### config.mk
export PLATFORM = sky130hd
export DESIGN_NAME = fnv_hash_xor_fold
export DESIGN_NICKNAME = d
export VERILOG_FILES = /design/src/rtl/fnv_pkg.sv /design/src/rtl/fnv_fold.sv /design/src/rtl/fnv_hash_xor_fold.sv
export SDC_FILE = /design/constraint.sdc
export NUM_CORES = 2
export LEC_CHECK = 0
export BUFFER_PORTS_ARGS = -buffer_cell sky130_fd_sc_hd__buf_4
export CAP_MARGIN = 20
export CORE_ASPECT_RATIO = 1.1
export CORE_UTILIZATION = 35
export DETAILED_ROUTE_END_ITERATION = 8
export PLACE_DENSITY = 0.52
export SLEW_MARGIN = 20
export SYNTH_ARGS = -nofsm -noshare
export SYNTH_HDL_FRONTEND = slang
export SYNTH_SLANG_ARGS = --single-unit
export TNS_END_PERCENT = 1
### constraint.sdc
create_clock -name clk -period 15.2 [get_ports clk]
set_input_delay 1.52 -clock clk [delete_from_list [all_inputs] [get_ports clk]]
set_output_delay 1.52 -clock clk [all_outputs]
set_load 0.05 [all_outputs]
### src/rtl/fnv_pkg.sv
`timescale 1ns / 1ps

package fnv_pkg;

  localparam int HashW    = 64;
  localparam int HalfW    = 32;
  localparam int WidthW   = 7;
  localparam int ByteW    = 8;
  localparam int CfgAddrW = 2;
  localparam int ModeW    = 2;

  typedef logic [HashW-1:0]  hash_t;
  typedef logic [WidthW-1:0] width_t;

  // standard offset bases
  localparam hash_t             Basis64 = 64'hCBF2_9CE4_8422_2325;
  localparam logic [HalfW-1:0]  Basis32 = 32'h811C_9DC5;

  // hash mode codes; code 3 behaves as the zero-basis mode
  localparam logic [ModeW-1:0] MODE_FNV1A = 2'd0;
  localparam logic [ModeW-1:0] MODE_FNV1  = 2'd1;
  localparam logic [ModeW-1:0] MODE_FNV0  = 2'd2;

  typedef enum logic [CfgAddrW-1:0] {
    REG_HASH_MODE    = 2'd0,
    REG_USE_CUSTOM   = 2'd1,
    REG_CUSTOM_BASIS = 2'd2,
    REG_OUT_BITS     = 2'd3
  } cfg_reg_t;

  // controls for the final fold
  typedef struct packed {
    logic   wide;  // 64-bit hash in use
    width_t tw;    // target width, 1..64
  } fold_cfg_t;

  // out_bits with 0 read as 1 and anything above 64 read as 64
  function automatic width_t target_width(input width_t ob);
    width_t tw;
    if (ob == '0) begin
      tw = width_t'(1);
    end else if (ob > width_t'(HashW)) begin
      tw = width_t'(HashW);
    end else begin
      tw = ob;
    end
    return tw;
  endfunction

endpackage

### src/rtl/fnv_fold.sv
`timescale 1ns / 1ps

module fnv_fold (
  input  fnv_pkg::hash_t     hash_i,
  input  fnv_pkg::fold_cfg_t cfg_i,
  output fnv_pkg::hash_t     fold_o
);
  import fnv_pkg::*;

  localparam int Steps = 6;  // halvings from 64 down to 1

  always_comb begin
    hash_t  h;
    width_t wbits;
    width_t cur;
    width_t b;
    h     = hash_i;
    wbits = cfg_i.wide ? width_t'(HashW) : width_t'(HalfW);
    cur   = wbits;
    // halve while the half still covers the target width
    for (int k = 0; k < Steps; k++) begin
      b = width_t'(HalfW >> k);
      if ((b < wbits) && (b >= cfg_i.tw)) begin
        h   = (h ^ (h >> (HalfW >> k))) & ((hash_t'(1) << (HalfW >> k)) - hash_t'(1));
        cur = b;
      end
    end
    // target width not a power of two: one last fold at the exact width
    if (cur > cfg_i.tw) begin
      h = (h ^ (h >> cfg_i.tw)) & ((hash_t'(1) << cfg_i.tw[5:0]) - hash_t'(1));
    end
    fold_o = h;
  end

endmodule

### src/rtl/fnv_hash_xor_fold.sv
`timescale 1ns / 1ps
// Path: the byte that carries in_tlast passes the input register, then the
//   finished-hash register, then the result register, where out_tvalid rises.
// Throughput: one input transfer per cycle until a stalled output fills the pipe;
//   each byte's constant-prime multiply is shift-add logic done within the cycle.
// Reset: synchronous, active low; clears the pipeline, ends any open message
//   and returns all configuration registers to their reset values.

module fnv_hash_xor_fold (
  input  logic                   clk,
  input  logic                   rst_n,

  // input stream
  input  logic                   in_tvalid,
  output logic                   in_tready,
  input  logic [7:0]             in_tdata,   // [7:0] data_byte
  input  logic                   in_tuser,   // [0] byte_present
  input  logic                   in_tlast,   // last_byte

  // result stream
  output logic                   out_tvalid,
  input  logic                   out_tready,
  output fnv_pkg::hash_t         out_tdata,  // [63:0] hash_value

  // configuration write port
  input  logic                   cfg_we,
  input  logic [1:0]             cfg_addr,
  input  logic [63:0]            cfg_wdata
);
  import fnv_pkg::*;

  // configuration registers
  logic [ModeW-1:0] hash_mode_r;
  logic             use_custom_r;
  hash_t            custom_basis_r;
  width_t           out_bits_r;

  // stage A: input register
  logic             a_valid_r;
  logic [ByteW-1:0] a_byte_r;
  logic             a_present_r;
  logic             a_last_r;

  // message state
  hash_t            run_r;
  hash_t            run_nxt;
  logic             in_msg_r;
  logic             in_msg_nxt;

  // stage B: finished hash waiting for the fold
  logic             fin_valid_r;
  hash_t            fin_hash_r;

  // stage C: result register
  logic             out_tvalid_r;
  hash_t            out_tdata_r;

  logic             out_free;
  logic             fin_free;
  logic             a_go;
  logic             a_active;
  fold_cfg_t        fold_cfg;
  hash_t            folded;

  // x * 0x00000100000001B3 mod 2^64
  function automatic hash_t mul_prime64(input hash_t x);
    return (x << 40) + (x << 8) + (x << 7) + (x << 5) + (x << 4) + (x << 1) + x;
  endfunction

  // x * 0x01000193 mod 2^32
  function automatic logic [HalfW-1:0] mul_prime32(input logic [HalfW-1:0] x);
    return (x << 24) + (x << 8) + (x << 7) + (x << 4) + (x << 1) + x;
  endfunction

  // ---------------------------------------------------------------------------
  // Flow control: each stage moves when the one after it is empty or moving.
  // Stage A holds every item, so in_tready depends on out_tready through the
  // chain but the three registers let input keep flowing while a result waits.
  // ---------------------------------------------------------------------------
  assign out_free  = !out_tvalid_r || out_tready;
  assign fin_free  = !fin_valid_r || out_free;
  assign a_go      = a_valid_r && fin_free;
  assign in_tready = !a_valid_r || a_go;
  assign a_active  = a_go && (a_present_r || a_last_r);  // idle items change nothing

  // width of the hash follows the target width: narrow for 32 bits or less
  assign fold_cfg.tw   = target_width(out_bits_r);
  assign fold_cfg.wide = fold_cfg.tw > width_t'(HalfW);

  // ---------------------------------------------------------------------------
  // Hash update for the item in stage A
  // ---------------------------------------------------------------------------
  always_comb begin
    hash_t basis;
    hash_t h0;
    hash_t mul_in;
    hash_t prod;
    hash_t byte_ext;

    byte_ext = hash_t'(a_byte_r);

    // starting value for a new message
    if (hash_mode_r >= MODE_FNV0) begin
      basis = '0;
    end else if (use_custom_r) begin
      basis = custom_basis_r;
    end else if (fold_cfg.wide) begin
      basis = Basis64;
    end else begin
      basis = hash_t'(Basis32);
    end
    if (!fold_cfg.wide) begin
      basis[HashW-1:HalfW] = '0;
    end

    // running value, cut to 32 bits whenever the narrow hash applies
    h0 = in_msg_r ? run_r : basis;
    if (!fold_cfg.wide) begin
      h0[HashW-1:HalfW] = '0;
    end

    // FNV-1a xors before the multiply, the others after
    mul_in = (hash_mode_r == MODE_FNV1A) ? (h0 ^ byte_ext) : h0;
    if (fold_cfg.wide) begin
      prod = mul_prime64(mul_in);
    end else begin
      prod = hash_t'(mul_prime32(mul_in[HalfW-1:0]));
    end

    if (!a_present_r) begin
      run_nxt = h0;
    end else if (hash_mode_r == MODE_FNV1A) begin
      run_nxt = prod;
    end else begin
      run_nxt = prod ^ byte_ext;
    end

    in_msg_nxt = !a_last_r;
  end

  // xor-fold of the finished hash
  fnv_fold u_fold (
    .hash_i (fin_hash_r),
    .cfg_i  (fold_cfg),
    .fold_o (folded)
  );

  // ---------------------------------------------------------------------------
  // Registers
  // ---------------------------------------------------------------------------
  always_ff @(posedge clk) begin
    if (!rst_n) begin
      hash_mode_r    <= MODE_FNV1A;
      use_custom_r   <= 1'b0;
      custom_basis_r <= '0;
      out_bits_r     <= width_t'(HashW);
      a_valid_r      <= 1'b0;
      in_msg_r       <= 1'b0;
      run_r          <= Basis64;
      fin_valid_r    <= 1'b0;
      out_tvalid_r   <= 1'b0;
    end else begin
      if (cfg_we) begin
        case (cfg_reg_t'(cfg_addr))
          REG_HASH_MODE:    hash_mode_r    <= cfg_wdata[ModeW-1:0];
          REG_USE_CUSTOM:   use_custom_r   <= cfg_wdata[0];
          REG_CUSTOM_BASIS: custom_basis_r <= cfg_wdata;
          REG_OUT_BITS:     out_bits_r     <= cfg_wdata[WidthW-1:0];
          default: ;
        endcase
      end

      if (in_tready) begin
        a_valid_r <= in_tvalid;
      end

      if (a_active) begin
        run_r    <= run_nxt;
        in_msg_r <= in_msg_nxt;
      end

      // stage B empties into the result register, refills on a message end
      if (fin_valid_r && out_free) begin
        fin_valid_r <= 1'b0;
      end
      if (a_active && a_last_r) begin
        fin_valid_r <= 1'b1;
      end

      if (out_free) begin
        out_tvalid_r <= fin_valid_r;
      end
    end
  end

  // payload registers
  always_ff @(posedge clk) begin
    if (in_tready) begin
      a_byte_r    <= in_tdata;
      a_present_r <= in_tuser;
      a_last_r    <= in_tlast;
    end
    if (a_active && a_last_r) begin
      fin_hash_r <= run_nxt;
    end
    if (out_free) begin
      out_tdata_r <= folded;
    end
  end

  assign out_tvalid = out_tvalid_r;
  assign out_tdata  = out_tdata_r;

endmodule

==> results by group <==
Worst setup path
  – Reg-to-reg critical path startpoint: out_bits_r[1]$_SDFFE_PN0P_
  – CP max stage cell: or4_1
  – Reg2reg end: fin_hash_r[56]$_DFFE_PP_
  – Arrival time at the worst endpoint: 10310 ps
  – Worst R2R Path Depth: 30
  – R2r setup slk: 5190 ps
  – Crit path max-delay family: compound AO/OA/AOI/OAI gates
  – Crit-path max cell delay: 880 ps
  – Crit Path Class: reg -> reg
  – Worst path bufs/invs: 6
  – CP Capture Type: register
  – Critical Path Start Type: register
  – Critical Path RT: 15510 ps
  – Worst Path Max Fanout: 23

Clock network
  – CTS tree: yes
  – Htree depth: 2
  – Root Driver: clkbuf_16
  – CTS buffer count: 38
  – Post-CTS Setup Inserts: 0
  – Worst-path clk slew: 60 ps
  – Hold Buf Count CTS: 0
  – Clock Tree Buf Depth: 3
  – Post-CTS sizing: 0
  – Clock net sink count: between 200 and 300
  – Worst-Skew Late Latency: 620 ps

Route
  – Wire per inst: 25.3 um
  – Uppermost layer routed: met4
  – Met2 wire length: 59800 um
  – DRT iter0 DRCs: approximately 2500
  – DR pass1 iterations: 5
  – Via density: between 5 and 6
  – Detailed Route WL: 125000 um
  – Metal-1 WL: between 50000 and 60000 um
  – Met3 wire len: roughly 7000 um
  – # DRC: 0
  – Post-DRT Antenna Nets: 0
  – Vias: 27900

Placed design
  – RePlAce Congestion: between 1 and 1.5
  – Pre-CTS setup slack: 5240 ps
  – Hpwl dp: 97800 um
  – IO Port Bufs: 146
  – Post-Place Cells: 4869

Die
  – Initial cell density of the core: 35.5%
  – Placement Rows: about 120
  – Die area: 92200 um^2
  – I/O pin total: 147
  – Core Footprint: 89800 um^2
  – Die height: around 320 um
  – Die width: 290 um

Final layout
  – Fraction of layout cells with a size suffix above 1: 10.9%
  – Final core utilization: roughly two fifths
  – Finished Layout Cells: 4939
  – N_diodes: 0
  – Seq. cell area: 6990 um^2
  – Filler cell count: a little over 9000
  – Final net count: between 4000 and 5000
  – Area grow syn2layout: 11.4%
  – Multi-input gate area: between 20000 and 25000 um^2

Hold path
  – Hold endpoint: custom_basis_r[47]$_SDFFE_PN0P_
  – Worst Hold Class: reg -> reg
  – Hold path start: custom_basis_r[47]$_SDFFE_PN0P_
  – Min-Delay Path Depth: 2

Synthesis
  – Cell taking the most area after synthesis: fa_1
  – Post-synth top area share: around a fifth
  – Sequential-to-total area share from yosys stat: between 20% and 30%
  – Yosys warns: 0
  – Yosys cell types: 114
  – Post-Synthesis Cells: approximately 3700
  – Synth top area cells: fa_1, edfxtp_1, dfxtp_1, ha_1, nand2_1
  – Most instantiated library cell after synthesis: nand2_1
  – Mapped Nets: ~4300
  – Most frequent cells after synthesis: nand2_1, inv_1, a21oi_1
  – Post-synth ARST share: 0%
  – Mapped cell area: 31900 um^2
  – Synthesized area per cell: around 8.6 um^2
  – Post-synth EDFFs: 138
  – Commonest register cell after synthesis: dfxtp_1
  – Yosys reg bits: 280

Timing
  – Share of the clock period used by the worst path: around two thirds
  – Post-layout minimum cycle time: 10010 ps
  – RSZ-0062 raised after global routing: false
  – Worst setup margin: 5190 ps
  – Max Fclk: 0.0999 GHz
  – Worst-margin pin slew: around 1200 ps
  – Final hold vios: 0
  – Count of final setup violators: 0
  – Worst Skew: 58.5 ps
  – TNS Setup: 0 ps
  – Max Slew Vio Count: 0
  – Slew Limit Headroom: 20.8%

Outcome
  – Outcome: finished, final reports clean

Power and ir drop
  – Power, Total: 7.09 mW
  – Max VDD drop: 0.117 mV
  – LEAKAGE: 15.7 nW
  – PD cells: 200 nW/um^2

Run
  – Max-cap violation count: 0

GRT
  – Pin count of the biggest net entering global routing: 71
  – First-pass GRT wire length: 185000 um
  – GRT overflow: 0
  – All-Layer GR Usage: 27.0%
  – Initial antenna violation count: 2
  – Vias in the first global route: ~28000
==> where the power goes <==
part | switching, mW | internal [mW] | total (mW)
clock network | 0.399 | 0.562 | 0.961
logic | 3.08 | 1.98 | 5.06
registers | 0.101 | 0.974 | 1.08
==> cells in the final DEF (no fill, tap or decap), types with 31 or more instances in the layout <==
cell type,count
xor2_1,52
clkbuf_16,39
nand2_1,515
nor3_1,45
dfxtp_1,139
o22ai_1,44
fa_1,324
buf_4,225
nand3_1,81
a31oi_1,37
nor2_1,224
edfxtp_1,138
a211oi_1,35
a22oi_1,31
mux2i_1,97
inv_1,370
o21ai_0,160
nor2b_1,51
ha_1,162
o31ai_1,40
xnor2_1,111
a21o_1,64
a21oi_1,341
==> logic make-up after synthesis <==
group	after synthesis	share of synthesized area [%]
AOI/OAI and AO/OA	973	19.8
xor gates and xnor gates	164	4.51
adders and majority gates	486	26.7
buffers and inverters	597	7.40
DFF	280	21.9
muxes	129	4.76
and+or+nand+nor	1061	14.9
==> per-layer routing <==
layer,global-route usage (%),vias to the layer above
met5,0,-
met4,10.7,0
met3,3.41,243
met2,44.9,1006
met1,35.2,13800
li1,-,12800
==> flip-flops by register name (all words and copies together), names as in the netlist <==
name	flops
a_byte_r	8
a_last_r	1
a_present_r	1
a_valid_r	1
custom_basis_r	64
fin_hash_r	64
fin_valid_r	1
hash_mode_r	2
in_msg_r	1
out_bits_r	7
out_tdata	64
out_tvalid	1
run_r	64
use_custom_r	1
==> worst max-delay path by stage <==
stage	start	slack (ps)	endpoint	depth (start not counted)
3_3_place_gp	out_bits_r[1]$_SDFFE_PN0P_	5380	fin_hash_r[56]$_DFFE_PP_	30
6_report	out_bits_r[1]$_SDFFE_PN0P_	5190	fin_hash_r[56]$_DFFE_PP_	30
4_1_cts	out_bits_r[1]$_SDFFE_PN0P_	5150	fin_hash_r[56]$_DFFE_PP_	30
5_1_grt	out_bits_r[1]$_SDFFE_PN0P_	4710	run_r[48]$_SDFFE_PN0P_	28
3_5_place_dp	out_bits_r[1]$_SDFFE_PN0P_	5240	fin_hash_r[56]$_DFFE_PP_	30
2_1_floorplan	out_bits_r[2]$_SDFFE_PN0P_	7380	run_r[48]$_SDFFE_PN0P_	29
==> final cells by class <==
| cell class | instances | area share, % |
|---|---|---|
| Timing Repair Buffer | 225 | 4.76 |
| Multi-Input combinational cell | 2813 | 63.7 |
| Sequential cell | 280 | 19.7 |
| Clock inverter | 21 | 0.733 |
| Clock buffer | 49 | 2.94 |
| Inverter | 381 | 4.05 |
| Tap cell | 1170 | 4.12 |
==> stage by stage <==
stage / hold WS [ps] / cell area, um^2
global route: 473 / 35500
detailed placement: 450 / 34200
global placement: 442 / 34200
finish: 456 / 35500
CTS: 458 / 35500
floorplan: 436 / 31900
==> tightest hold or removal path, stage by stage, from the launching register on <==
cell	delay, ps
dfxtp_1	310
nand2_1	50
a21oi_1	50
No activity file was read; power rests on OpenSTA's default activity.
